===== src/rtl/core/eoa_pkg.sv =====
// shared types and constants for the encoder offset alignment averager
// no dependencies; imported by eoa_divider and encoder_offset_align_averager
package eoa_pkg;

  localparam int ANGLE_BITS = 16;
  localparam int TICK_BITS  = 24;
  localparam int CNT_BITS   = TICK_BITS + 1;
  localparam int SUM_BITS   = TICK_BITS + ANGLE_BITS;
  localparam int CFG_BITS   = (TICK_BITS > ANGLE_BITS) ? TICK_BITS : ANGLE_BITS;
  localparam int IDX_BITS   = 2;

  typedef logic [ANGLE_BITS-1:0] angle_t;
  typedef logic [TICK_BITS-1:0]  tick_t;
  typedef logic [CNT_BITS-1:0]   count_t;
  typedef logic [SUM_BITS-1:0]   sum_t;
  typedef logic [CFG_BITS-1:0]   cfg_data_t;
  typedef logic [IDX_BITS-1:0]   cfg_index_t;

  // register indexes
  localparam cfg_index_t REG_SETTLE_TICKS = 2'd0;
  localparam cfg_index_t REG_RAMP_TICKS   = 2'd1;
  localparam cfg_index_t REG_CARRIER_STEP = 2'd2;

  // register reset values
  localparam tick_t  SETTLE_RESET = 24'd10000;
  localparam tick_t  RAMP_RESET   = 24'd40000;
  localparam angle_t STEP_RESET   = 16'd66;

  typedef struct packed {
    logic   action;
    angle_t raw_angle;
  } tick_word_t;

  typedef struct packed {
    angle_t carrier_angle;
    logic   offset_valid;
    angle_t offset_angle;
    logic   done_res;
  } res_word_t;

endpackage


===== src/rtl/core/eoa_divider.sv =====
// bit-serial signed-by-unsigned divider, truncating toward zero
// one quotient bit per cycle; depends on eoa_pkg
module eoa_divider (
  input  logic            clk,
  input  logic            rst,
  input  logic            start,
  input  eoa_pkg::sum_t   dividend,
  input  eoa_pkg::tick_t  divisor,
  output logic            done,
  output eoa_pkg::angle_t quotient
);
  import eoa_pkg::*;

  localparam int STEP_BITS = $clog2(SUM_BITS + 1);

  typedef enum logic [1:0] {D_IDLE, D_RUN, D_SIGN} dstate_t;

  dstate_t               dstate;
  logic [STEP_BITS-1:0]  steps;
  sum_t                  quo;
  sum_t                  quo_neg;
  sum_t                  dividend_mag;
  tick_t                 rem;
  tick_t                 dvs;
  logic                  neg;
  logic [TICK_BITS:0]    rem_sh;
  logic [TICK_BITS+1:0]  diff;

  assign rem_sh       = {rem, quo[SUM_BITS-1]};
  assign diff         = {1'b0, rem_sh} - {2'b00, dvs};
  assign quo_neg      = ~quo + SUM_BITS'(1);
  assign dividend_mag = dividend[SUM_BITS-1] ? (~dividend + SUM_BITS'(1)) : dividend;

  always_ff @(posedge clk) begin
    if (rst) begin
      dstate <= D_IDLE;
      done   <= 1'b0;
    end else begin
      done <= 1'b0;
      case (dstate)
        D_IDLE: begin
          if (start) begin
            quo    <= dividend_mag;
            neg    <= dividend[SUM_BITS-1];
            rem    <= '0;
            dvs    <= divisor;
            steps  <= STEP_BITS'(SUM_BITS);
            dstate <= D_RUN;
          end
        end
        D_RUN: begin
          // restoring step: keep the shifted remainder on borrow
          if (diff[TICK_BITS+1]) begin
            rem <= rem_sh[TICK_BITS-1:0];
            quo <= {quo[SUM_BITS-2:0], 1'b0};
          end else begin
            rem <= diff[TICK_BITS-1:0];
            quo <= {quo[SUM_BITS-2:0], 1'b1};
          end
          steps <= steps - STEP_BITS'(1);
          if (steps == STEP_BITS'(1)) begin
            dstate <= D_SIGN;
          end
        end
        D_SIGN: begin
          quotient <= neg ? quo_neg[ANGLE_BITS-1:0] : quo[ANGLE_BITS-1:0];
          done     <= 1'b1;
          dstate   <= D_IDLE;
        end
        default: begin
          dstate <= D_IDLE;
        end
      endcase
    end
  end

endmodule


===== src/rtl/core/encoder_offset_align_averager.sv =====
// top level of the encoder offset alignment averager
// depends on eoa_pkg and eoa_divider
//
// usage:
//   tick channel: one word per control tick (action, raw_angle); valid/stall,
//   accepted when tick_valid is high and tick_stall is low
//   res channel: exactly one result word per tick (carrier_angle,
//   offset_valid, offset_angle, done_res); held while res_stall is high
//   cfg port: cfg_we writes cfg_data to register cfg_index (0 settle_ticks,
//   1 ramp_ticks, 2 carrier_step); other indexes are ignored, no read-back
// sequencing:
//   a settle, idle or sampleless completion tick goes through ST_EVAL and ST_FINISH,
//   a ramp tick through ST_EVAL, ST_SAMPLE and ST_FINISH; a completion with samples
//   runs the serial divider in ST_DIV, one quotient bit a cycle over 40 bits
//   one tick is in flight at a time; tick_stall is high until the result is
//   loaded into the output register, and the next tick may be accepted while
//   that result still waits on res_stall
// reset:
//   rst (synchronous) restores the register defaults and clears all
//   calibration state; a stalled receiver only delays the next result load
module encoder_offset_align_averager (
  input  logic                clk,
  input  logic                rst,
  input  logic                tick_valid,
  output logic                tick_stall,
  input  eoa_pkg::tick_word_t tick,
  output logic                res_valid,
  input  logic                res_stall,
  output eoa_pkg::res_word_t  res,
  input  logic                cfg_we,
  input  eoa_pkg::cfg_index_t cfg_index,
  input  eoa_pkg::cfg_data_t  cfg_data
);
  import eoa_pkg::*;

  typedef enum logic [2:0] {ST_IDLE, ST_EVAL, ST_SAMPLE, ST_DIV, ST_FINISH} state_t;

  state_t state;

  // configuration registers
  tick_t  settle_ticks;
  tick_t  ramp_ticks;
  angle_t carrier_step;

  // calibration state
  count_t tick_count;
  angle_t carrier;
  angle_t anchor;
  sum_t   deviation_sum;
  tick_t  sample_count;
  angle_t offset_hold;
  logic   finished;

  // per-tick working registers
  angle_t raw;
  logic   valid_flag;

  // phase decode
  count_t ramp_end;
  logic   in_settle;
  logic   in_ramp;

  // sample path
  angle_t err;
  angle_t anchor_next;
  angle_t dev;
  sum_t   dev_ext;

  // divider hookup
  logic   div_start;
  logic   div_done;
  angle_t div_quotient;

  assign tick_stall = (state != ST_IDLE);

  assign ramp_end  = {1'b0, settle_ticks} + {1'b0, ramp_ticks};
  assign in_settle = tick_count < {1'b0, settle_ticks};
  assign in_ramp   = !in_settle && (tick_count < ramp_end);

  // completion with samples goes through the divider
  assign div_start = (state == ST_EVAL) && !in_settle && !in_ramp && !finished
                     && (sample_count != '0);

  // the anchor is the first error of the ramp
  assign err         = raw - carrier;
  assign anchor_next = (sample_count == '0) ? err : anchor;
  assign dev         = err - anchor_next;
  assign dev_ext     = {{(SUM_BITS - ANGLE_BITS){dev[ANGLE_BITS-1]}}, dev};

  eoa_divider u_div (
    .clk      (clk),
    .rst      (rst),
    .start    (div_start),
    .dividend (deviation_sum),
    .divisor  (sample_count),
    .done     (div_done),
    .quotient (div_quotient)
  );

  // configuration writes, accepted at any time
  always_ff @(posedge clk) begin
    if (rst) begin
      settle_ticks <= SETTLE_RESET;
      ramp_ticks   <= RAMP_RESET;
      carrier_step <= STEP_RESET;
    end else if (cfg_we) begin
      case (cfg_index)
        REG_SETTLE_TICKS: settle_ticks <= cfg_data[TICK_BITS-1:0];
        REG_RAMP_TICKS:   ramp_ticks   <= cfg_data[TICK_BITS-1:0];
        REG_CARRIER_STEP: carrier_step <= cfg_data[ANGLE_BITS-1:0];
        default: ;
      endcase
    end
  end

  // tick sequencer
  always_ff @(posedge clk) begin
    if (rst) begin
      state         <= ST_IDLE;
      res_valid     <= 1'b0;
      valid_flag    <= 1'b0;
      tick_count    <= '0;
      carrier       <= '0;
      anchor        <= '0;
      deviation_sum <= '0;
      sample_count  <= '0;
      offset_hold   <= '0;
      finished      <= 1'b0;
    end else begin
      // result taken by the receiver; in ST_FINISH the load below covers it
      if (res_valid && !res_stall && state != ST_FINISH) begin
        res_valid <= 1'b0;
      end

      case (state)
        ST_IDLE: begin
          if (tick_valid) begin
            raw <= tick.raw_angle;
            // restart clears the calibration before this tick's step
            if (tick.action) begin
              tick_count    <= '0;
              carrier       <= '0;
              anchor        <= '0;
              deviation_sum <= '0;
              sample_count  <= '0;
              offset_hold   <= '0;
              finished      <= 1'b0;
            end
            state <= ST_EVAL;
          end
        end

        ST_EVAL: begin
          if (tick_count != '1) begin
            tick_count <= tick_count + CNT_BITS'(1);
          end
          if (in_settle) begin
            carrier <= '0;
            state   <= ST_FINISH;
          end else if (in_ramp) begin
            carrier <= carrier + carrier_step;
            state   <= ST_SAMPLE;
          end else if (!finished) begin
            if (sample_count == '0) begin
              // no samples: quotient is zero
              offset_hold <= anchor;
              finished    <= 1'b1;
              valid_flag  <= 1'b1;
              state       <= ST_FINISH;
            end else begin
              state <= ST_DIV;
            end
          end else begin
            state <= ST_FINISH;
          end
        end

        ST_SAMPLE: begin
          // sample count saturates, carrier keeps advancing
          if (sample_count != '1) begin
            anchor        <= anchor_next;
            deviation_sum <= deviation_sum + dev_ext;
            sample_count  <= sample_count + TICK_BITS'(1);
          end
          state <= ST_FINISH;
        end

        ST_DIV: begin
          if (div_done) begin
            offset_hold <= anchor + div_quotient;
            finished    <= 1'b1;
            valid_flag  <= 1'b1;
            state       <= ST_FINISH;
          end
        end

        ST_FINISH: begin
          // load the output register once it is free
          if (!res_valid || !res_stall) begin
            res_valid         <= 1'b1;
            res.carrier_angle <= carrier;
            res.offset_valid  <= valid_flag;
            res.offset_angle  <= offset_hold;
            res.done_res      <= finished;
            valid_flag        <= 1'b0;
            state             <= ST_IDLE;
          end
        end

        default: begin
          state <= ST_IDLE;
        end
      endcase
    end
  end

endmodule

===== config.mk =====
export PLATFORM = sky130hd
export DESIGN_NAME = encoder_offset_align_averager
export DESIGN_NICKNAME = d
export VERILOG_FILES = /design/src/rtl/core/eoa_pkg.sv /design/src/rtl/core/eoa_divider.sv /design/src/rtl/core/encoder_offset_align_averager.sv
export SDC_FILE = /design/constraint.sdc
export NUM_CORES = 1
export LEC_CHECK = 0
export ABC_AREA = 1
export BUFFER_PORTS_ARGS = -buffer_cell sky130_fd_sc_hd__buf_2
export CAP_MARGIN = 10
export CORE_MARGIN = 3
export CORE_UTILIZATION = 56
export DETAILED_ROUTE_END_ITERATION = 10
export GPL_TIMING_DRIVEN = 0
export PLACE_DENSITY = 0.73
export SKIP_CTS_REPAIR_TIMING = 1
export SLEW_MARGIN = 20
export SYNTH_ARGS = -nofsm -noshare
export SYNTH_HDL_FRONTEND = slang
export SYNTH_SLANG_ARGS = --single-unit

===== constraint.sdc =====
create_clock -name clk -period 11.8 [get_ports clk]
set_input_delay 3.54 -clock clk [delete_from_list [all_inputs] [get_ports clk]]
set_output_delay 3.54 -clock clk [all_outputs]
set_load 0.01 [all_outputs]

## After elaboration in Yosys (flattened, before gate mapping)

Cells that the tools add are included.

| storage, ports and cells | value |
|---|---|
| word-level logic and storage cells | 173 |
| input bits | 48 |
| bits in registers | 371 |

| operators by class | value |
|---|---|
| muxes and demuxes | 65 |
| reductions and logical operators | 40 |
| equal/unequal tests | 25 |
| $add $sub $neg | 12 |
| bitwise gates (word level) | 3 |
| $lt $le $gt $ge | 2 |

Operators with widths:

| kind | count |
|---|---|
| $mux 40 | 5 |
| $mux 16 | 12 |
| $pmux 40 s2 | 2 |
| $mux 24 | 5 |
| $pmux 24 s2 | 2 |
| $mux 25 | 3 |
| $pmux 16 s2 | 2 |
| $pmux 25 s2 | 1 |
| $pmux 16 s3 | 1 |
| $add 40x1->40 const B | 1 |
| $add 40x40->40 | 1 |
| $not 40->40 | 1 |
| $add 16x16->16 | 2 |
| $sub 16x16->16 | 2 |
| $sub 25x24->26 | 1 |
| $add 24x24->25 | 1 |
| $add 25x1->25 const B | 1 |
| $lt 25x24->1 | 1 |
| $lt 25x25->1 | 1 |
| $ne 25x25->1 const B | 1 |
| $add 24x1->24 const B | 1 |
| $logic_not 24->1 | 1 |
| $ne 24x24->1 const B | 1 |
| $reduce_bool 24->1 | 1 |
| 34 further kinds | 97 |

## Logic depth before layout (Yosys ltp)

Gate-level depths: netlist of run 1.

| depth | value |
|---|---|
| depth in word-level cells | 9 |
| mapped depth | 41 |

## By module

Synthesis of run 1 repeated with hierarchy kept, for this count alone.

| second synthesis, totals | value |
|---|---|
| cells, all modules | 3604 |
| area total of the unflattened synthesis | 25587.0 um^2 |

By module, submodules not included:

| module | seq. area each (um^2) | times used | area an instance (um^2) | cells an instance |
|---|---|---|---|---|
| encoder_offset_align_averager | 5645.4 | 1 | 17678.2 | 2517 |
| eoa_divider | 3393.3 | 1 | 7908.8 | 1087 |

## Worst setup path before layout of run 1

OpenSTA, ideal clock, no wires.

| timing | value |
|---|---|
| path type | input port to flip-flop |
| start | input port rst |
| end | register u_div.quo[0] (enable) |
| path slack | 2112 ps |
| arrival | 9085 ps |
| stages | 3 |
| data required time | 11197 ps |
| setup time | 603 ps |
| cells stage by stage | clkbuf_1 > clkbuf_1 > a211oi_1 |

| between the ends | value |
|---|---|
| longest elaborated chain between the ends | 2 |

Ends and longest elaborated chain:

| what | line | source |
|---|---|---|
| start: declaration | encoder_offset_align_averager.sv:23 | `input logic rst,` |
| $not 1->1 (no source line) | n/a |  |
| $reduce_and 3->1 (no source line) | n/a |  |
| end signal: assignment | eoa_divider.sv:43 | `quo <= dividend_mag;` |
| end signal: assignment | eoa_divider.sv:55 | `quo <= {quo[SUM_BITS-2:0], 1'b0};` |
| end signal: assignment | eoa_divider.sv:58 | `quo <= {quo[SUM_BITS-2:0], 1'b1};` |
| end: declaration | eoa_divider.sv:20 | `sum_t quo;` |

Every way passes these cells.
A chain may end at the register's enable or synchronous reset.

## Final worst setup path of run 1

| timing | value |
|---|---|
| start | register sample_count[0] |
| end | register deviation_sum[38] |

| between the ends | value |
|---|---|
| longest elaborated chain between the ends | 6 |

Ends and longest elaborated chain:

| what | line | source |
|---|---|---|
| start: declaration | encoder_offset_align_averager.sv:50 | `tick_t sample_count;` |
| start signal: assignment | encoder_offset_align_averager.sv:183 | `sample_count <= sample_count + TICK_BITS'(1);` |
| $logic_not 24->1 | encoder_offset_align_averager.sv:86 | `assign anchor_next = (sample_count == '0) ? err : anchor;` |
| $mux 16 | encoder_offset_align_averager.sv:86 |  |
| $sub 16x16->16 | encoder_offset_align_averager.sv:87 | `assign dev = err - anchor_next;` |
| $add 40x40->40 | encoder_offset_align_averager.sv:182 | `deviation_sum <= deviation_sum + dev_ext;` |
| $mux 40 | encoder_offset_align_averager.sv:180 | `if (sample_count != '1) begin` |
| $pmux 40 s2 | encoder_offset_align_averager.sv:135 | `case (state)` |
| end signal: assignment | encoder_offset_align_averager.sv:182 |  |
| end: declaration | encoder_offset_align_averager.sv:49 | `sum_t deviation_sum;` |

Several ways; a longest one is shown, not always the timed one. The select of a mux whose other input is x is not followed.

==> results of run 1 <==
## flip-flops by register name, indices dropped and copies added (netlist names), 24 cells and up
signal,count
deviation_sum,40
u_div.quo,40
res,34
tick_count,25
ramp_ticks,24
sample_count,24
settle_ticks,24
u_div.dvs,24
u_div.rem,24
## power by group through the flow
stage,clock network (mW),registers [mW],logic (mW)
after detailed placement,0,1.42,0.793
after global routing,1.44,1.39,0.909
after CTS,1.39,1.39,0.798
after floorplan,0,1.41,0.592
after global placement,0,1.42,0.774
final,1.37,1.39,0.809
## cell type report
class,count,area share
well taps,577,0.02678
repair buffers,94,0.01982
clock buffers,54,0.04335
multi-input cells,2384,0.5022
inverters,354,0.04929
flip-flops and latches,371,0.3353
plain buffers,82,0.01309
clock inverters,28,0.01021
## placed cells by master (no fill, tap or decap), types with 8 or more instances in the layout
cell type	n
a211oi_1	8
o21ai_1	35
o21ai_0	260
o21bai_1	16
inv_1	342
nor2_2	10
o211ai_1	11
nor4_1	12
xor2_1	75
ha_1	208
nor2_1	331
a31oi_1	22
xnor2_1	58
inv_2	12
a21oi_1	366
nor3_1	75
dfxtp_1	210
buf_2	97
o22ai_1	9
or2_2	17
buf_4	11
nand2_2	9
a21o_1	19
nand2_1	578
o21a_1	9
clkbuf_16	44
nor3_2	8
edfxtp_1	161
nand4_1	43
clkbuf_1	64
nand3_1	137
## metrics by stage
| step | hold WS, ns | setup TNS [ns] | total power [mW] | std cells |
|---|---|---|---|---|
| finish | 0.4277 | 0 | 3.568 | 3944 |
| CTS | 0.4280 | 0 | 3.574 | 3944 |
| global placement | 0.4123 | -53.95 | 2.190 | 3850 |
| floorplan | 0.4019 | 0 | 2.002 | 3191 |
| global route | 0.4374 | 0 | 3.737 | 3944 |
| detailed placement | 0.4120 | 0 | 2.210 | 3862 |
## path summary, 6_finish.rpt
| check | start | end | cells past startpoint |
|---|---|---|---|
| worst min-delay path | offset_hold[15]$_SDFFE_PP0P_ | res[16]$_DFFE_PP_ | 0 |
| worst min register to register | offset_hold[15]$_SDFFE_PP0P_ | res[16]$_DFFE_PP_ | 0 |
| worst max register to register | sample_count[0]$_SDFFE_PP0P_ | deviation_sum[38]$_SDFFE_PP0P_ | 33 |
| worst max-delay path | sample_count[0]$_SDFFE_PP0P_ | deviation_sum[38]$_SDFFE_PP0P_ | 33 |
## worst reg2reg max path, delay by kind of cell, from the launching register on
family / cells / cell delay [ns]
buf+inv: 6 / 1.70
flops: 1 / 0.35
fa+ha+maj: 3 / 1.04
simple gates: 16 / 2.20
compound gates: 8 / 1.36
## layer usage
layer  vias to the layer above  global-route usage  wire length [um]
li1                      11179                   -                 -
met1                     10595              0.4162             31860
met2                       801              0.4877             32080
met3                       139             0.03872              4611
met4                         0             0.08841              1886
met5                         -                   0                 0
## cell families after synthesis
logic type               synth area share
AND/OR/NAND/NOR                    0.2196
flip-flops                         0.3731
buffers and inverters             0.06942
adder cells (fa/ha/maj)            0.1132
multiplexers                    0.0004132
AO/OA/AOI/OAI                      0.1761
XOR/XNOR                          0.04809
==> flow_summary.yaml, run 1 <==
synth:
  synthCells: 3191
  yosysWarnings: 0
  synth_commonest_cells: "nand2_1, a21oi_1, inv_1, nor2_1, o21ai_0"
  synth_top_area_frac: 0.1996
  synth_area_leaders: "edfxtp_1, dfxtp_1, ha_1"
  yosysSeqAreaShare: 0.3731
  synth_seq_cells: 371
  synth_nets: 3454
  ys_async_sr_fraction: 0
  ys_types: 60
  yosysMostFrequentCell: "nand2_1"
  syn_area_um2: 24220
  postSynthAreaPerCell_um2: 7.591
  post-synth-top-area-cell: "edfxtp_1"
  synth_edf_count: 161
  synth_flop_cell: "dfxtp_1"
detailed_routing:
  drt_iter0_drc: 2022
  drc: 0
  post_drt_wl_per_cell_um: 17.86
  vias: 22714
  routed_via_density: 5.759
  ant_nets: 0
  drt_wl_total_um: 70440
  firstDrtPassIters: 6
power_and_ir_drop:
  p_int_mw: 2.402
  powerDensity_nw_per_um2: 132.4
  clkPwrFrac: 0.384
  power_switching_mw: 1.166
  power_frac_seq: 0.390
  vdd_ir_drop_max_uv: 121.6
  p_comb_frac: 0.227
  p_leak_nw: 11.39
  switching_share: 0.3268
placement:
  pre_cts_ws_ns: 5.147
  dpl.hpwl_um: 55220
  post_dp_cell_area_um2: 25520
  numPortBuffers: 82
  place.gp.congestion: 0.9750
final_layout:
  drive_above_1_share: 0.07663
  multi_input_area_um2: 13540
  synthToLayoutAreaGrowth_pct: 11.30
  seq_area_um2: 9039
  n_antenna_cell: 0
  final_nets: 3594
  n_fill_cell: 3782
  final_core_util: 0.6370
  design_area_um2: 26960
critical_path:
  cp-start-kind: "flop"
  worst-path-buf-inv: 6
  crit_path_end_kind: "flop"
  reg2reg_slack_ns: 4.97
  slowest_stage: "inv_1"
  cp_max_fo: 30
  path_delay_family: "simple AND/OR/NAND/NOR gates"
  worstSetupPathType: "flop to flop"
  arrival_ns: 7.27
  worst_ep_required_time_ns: 12.25
  cpMostUsedCell: "nand2_1"
  critPathMaxStageDelay_ns: 0.78
sta:
  worst-slew-pin-transition_ns: 1.067
  drv_slew: 0
  skew_ns: 0.02008
  max_slew_margin: 0.2876
  rsz0062_at_grt: "no"
  post-route-min-period_ns: 6.828
  final_hold_viol_count: 0
  setup_ws_ns: 4.972
  setup_viol: 0
  max_freq_mhz: 146.5
  finalCritPeriodShare: 0.5786
floorplanning:
  std_cell_rows: 75
  fp.coreArea_um2: 42320
  io_pins: 84
  initial_core_util: 0.5724
  die_y_um: 214.0
  fp.dieW_um: 214.0
  die_area_um2: 45790
run:
  maxCapViolations: 0
grt:
  antenna_found_initial: 0
  grt_max_degree: 31
  grt_pass1_wl_um: 112100
  grt_pass1_vias: 21614
  grt_usage: 0.2984
  gr-total-overflow: 0
clock_tree:
  clock-root-buffer: "clkbuf_16"
  clk_pin_slew_ns: 0.06
  htreeDepth: 2
  clockBufferDepth: 3
  cts_tree: "done"
  insertion_delay_ns: 0.58
  cts_buffers: 44
  clock-sinks: 371
outcome:
  outcome: "finished, final reports clean"
hold_path:
  hold_path_class: "flop to flop"
Note: power is estimated with default switching activity, not from simulation.
==> run 2: changes to the inputs <==
==> constraint.sdc (replaced) <==
create_clock -name clk -period 6.4 [get_ports clk]
set_input_delay 1.92 -clock clk [delete_from_list [all_inputs] [get_ports clk]]
set_output_delay 1.92 -clock clk [all_outputs]
set_load 0.01 [all_outputs]
==> run 2 against run 1 <==
Net effect: maximum frequency increased by 13%; combinational power up 90%; sequential power is 84% higher; core utilization increased by 0.22 points; worst hold slack improved by 0.0021 ns; critical endpoint unchanged; largest cell class unchanged.
==> flow_summary.yaml, run 2 (same netlist as run 1, synthesis figures left out) <==
clock_tree:
  cts_buffers: 42
  insertion_delay_ns: 0.58
  cts_tree: "done"
  clock-root-buffer: "clkbuf_16"
  clockBufferDepth: 3
  clk_pin_slew_ns: 0.06
  htreeDepth: 2
  clock-sinks: 371
critical_path:
  critPathMaxStageDelay_ns: 0.43
  slowest_stage: "fa_1"
  cp_max_fo: 15
  rr_startpoint: "carrier[0]$_SDFFE_PP0P_"
  cpMostUsedCell: "nand2_1"
  reg2reg_slack_ns: 0.33
  crit_path_end_kind: "flop"
  worst-path-buf-inv: 5
  arrival_ns: 6.51
  worst_ep_required_time_ns: 6.85
  path_delay_family: "simple AND/OR/NAND/NOR gates"
  cp-start-kind: "flop"
  r2r_cells: 35
  rr_endpoint: "deviation_sum[38]$_SDFFE_PP0P_"
  worstSetupPathType: "flop to flop"
detailed_routing:
  firstDrtPassIters: 5
  ant_nets: 0
  post_drt_wl_per_cell_um: 17.97
  drc: 0
  drt_iter0_drc: 1837
  vias: 22614
  drt_wl_total_um: 70860
  routed_via_density: 5.734
sta:
  setup_viol: 0
  setup_ws_ns: 0.3342
  max_freq_mhz: 164.9
  max_slew_margin: 0.3082
  drv_slew: 0
  finalCritPeriodShare: 0.9478
  worst-slew-pin-transition_ns: 1.038
  fin_worst_hold_slack_ns: 0.4299
  final_hold_viol_count: 0
  rsz0062_at_grt: "no"
  post-route-min-period_ns: 6.066
  skew_ns: 0.02249
final_layout:
  final_nets: 3596
  final_core_util: 0.6393
  reg_top3: "deviation_sum x40, u_div.quo x40, res x34"
  design_area_um2: 27050
  final_cell_mix: "nand2_1, a21oi_1, inv_1"
  n_antenna_cell: 0
  drive_above_1_share: 0.07960
  synthToLayoutAreaGrowth_pct: 11.69
  final_common_cell: "nand2_1"
floorplanning:
  fp.coreArea_um2: 42320
  fp.dieW_um: 214.0
  initial_core_util: 0.5724
  io_pins: 84
  die_y_um: 214.0
  die_area_um2: 45790
  std_cell_rows: 75
hold_path:
  hold_start: "offset_hold[15]$_SDFFE_PP0P_"
  hold_path_end: "res[16]$_DFFE_PP_"
  hold_path_class: "flop to flop"
  hold_depth: 0
power_and_ir_drop:
  p_leak_nw: 11.45
  powerDensity_nw_per_um2: 246.1
  power_mw: 6.659
  vdd_ir_drop_max_uv: 249.3
placement:
  dpl.hpwl_um: 55470
  pre_cts_ws_ns: -0.1770
  place.gp.congestion: 0.9679
  post_dp_cell_area_um2: 25520
  numPortBuffers: 82
grt:
  grt_pass1_wl_um: 112200
  antenna_found_initial: 0
  grt_max_degree: 31
  gr-total-overflow: 0
  grt_usage: 0.2997
  grt_pass1_vias: 21488
run:
  maxCapViolations: 0
outcome:
  outcome: "finished, final reports clean"
[run 2: changes by cell type in the layout (fill, tap and decap cells not counted), sizes merged]
| cell | before | now |
|---|---|---|
| buf | 119 | 122 |
| clkinv | 15 | 14 |
| clkinvlp | 7 | 5 |
| inv | 357 | 356 |
| bufinv | 3 | 5 |
| clkbuf | 111 | 110 |
[run 2: area by class of cell]
cell class                      instances  area (um2)
Fill cell                            3750       15270
Multi-Input combinational cell       2384       13560
Sequential cell                       371        9039
Inverter                              354        1333
Clock buffer                           53        1155
Tap cell                              577       721.9
Timing Repair Buffer                   97       578.1
Buffer                                 82       354.1
Clock inverter                         25       307.8
Timing Repair inverter                  1       7.507
[run 2: layer usage]
metal	share of wire	up-vias	global-route usage	wire, um
li1	-	11178	-	-
met1	0.45	10601	0.4148	32230
met2	0.46	718	0.4949	32500
met3	0.062	117	0.04156	4414
met4	0.024	0	0.08149	1710
met5	0	-	0	0
[run 2: how the worst max path moves through the flow]
stage	to	from	depth (start not counted)
2_1_floorplan	u_div.quo[0]$_DFFE_PP_	settle_ticks[0]$_SDFFE_PP0P_	24
3_3_place_gp	u_div.rem[14]$_SDFFCE_PN0P_	settle_ticks[0]$_SDFFE_PP0P_	24
3_5_place_dp	deviation_sum[38]$_SDFFE_PP0P_	sample_count[0]$_SDFFE_PP0P_	32
4_1_cts	deviation_sum[38]$_SDFFE_PP0P_	sample_count[0]$_SDFFE_PP0P_	32
5_1_grt	deviation_sum[38]$_SDFFE_PP0P_	carrier[0]$_SDFFE_PP0P_	38
6_report	deviation_sum[38]$_SDFFE_PP0P_	carrier[0]$_SDFFE_PP0P_	35
[run 2: through the flow]
stage               TNS [ns]  instances
floorplan                  0       3191
global placement     -155.73       3850
detailed placement   -0.1965       3863
CTS                  -0.3053       3941
global route               0       3944
finish                     0       3944
[run 2: report_power, final]
group / leakage (nW) / switching (mW) / internal, mW / total [mW]
combinational: 7.54 / 1.05 / 0.493 / 1.54
clock: 0.713 / 1.05 / 1.50 / 2.55
sequential: 3.19 / 0.0426 / 2.52 / 2.56
[run 2: worst register-to-register path: cells and delay by family (launching register included)]
family | cells | cell delay [ns]
AOI/OAI and AO/OA | 9 | 1.48
xor gates and xnor gates | 1 | 0.33
adders and majority gates | 4 | 1.33
buffers and inverters | 5 | 0.61
DFF | 1 | 0.41
and+or+nand+nor | 16 | 1.80
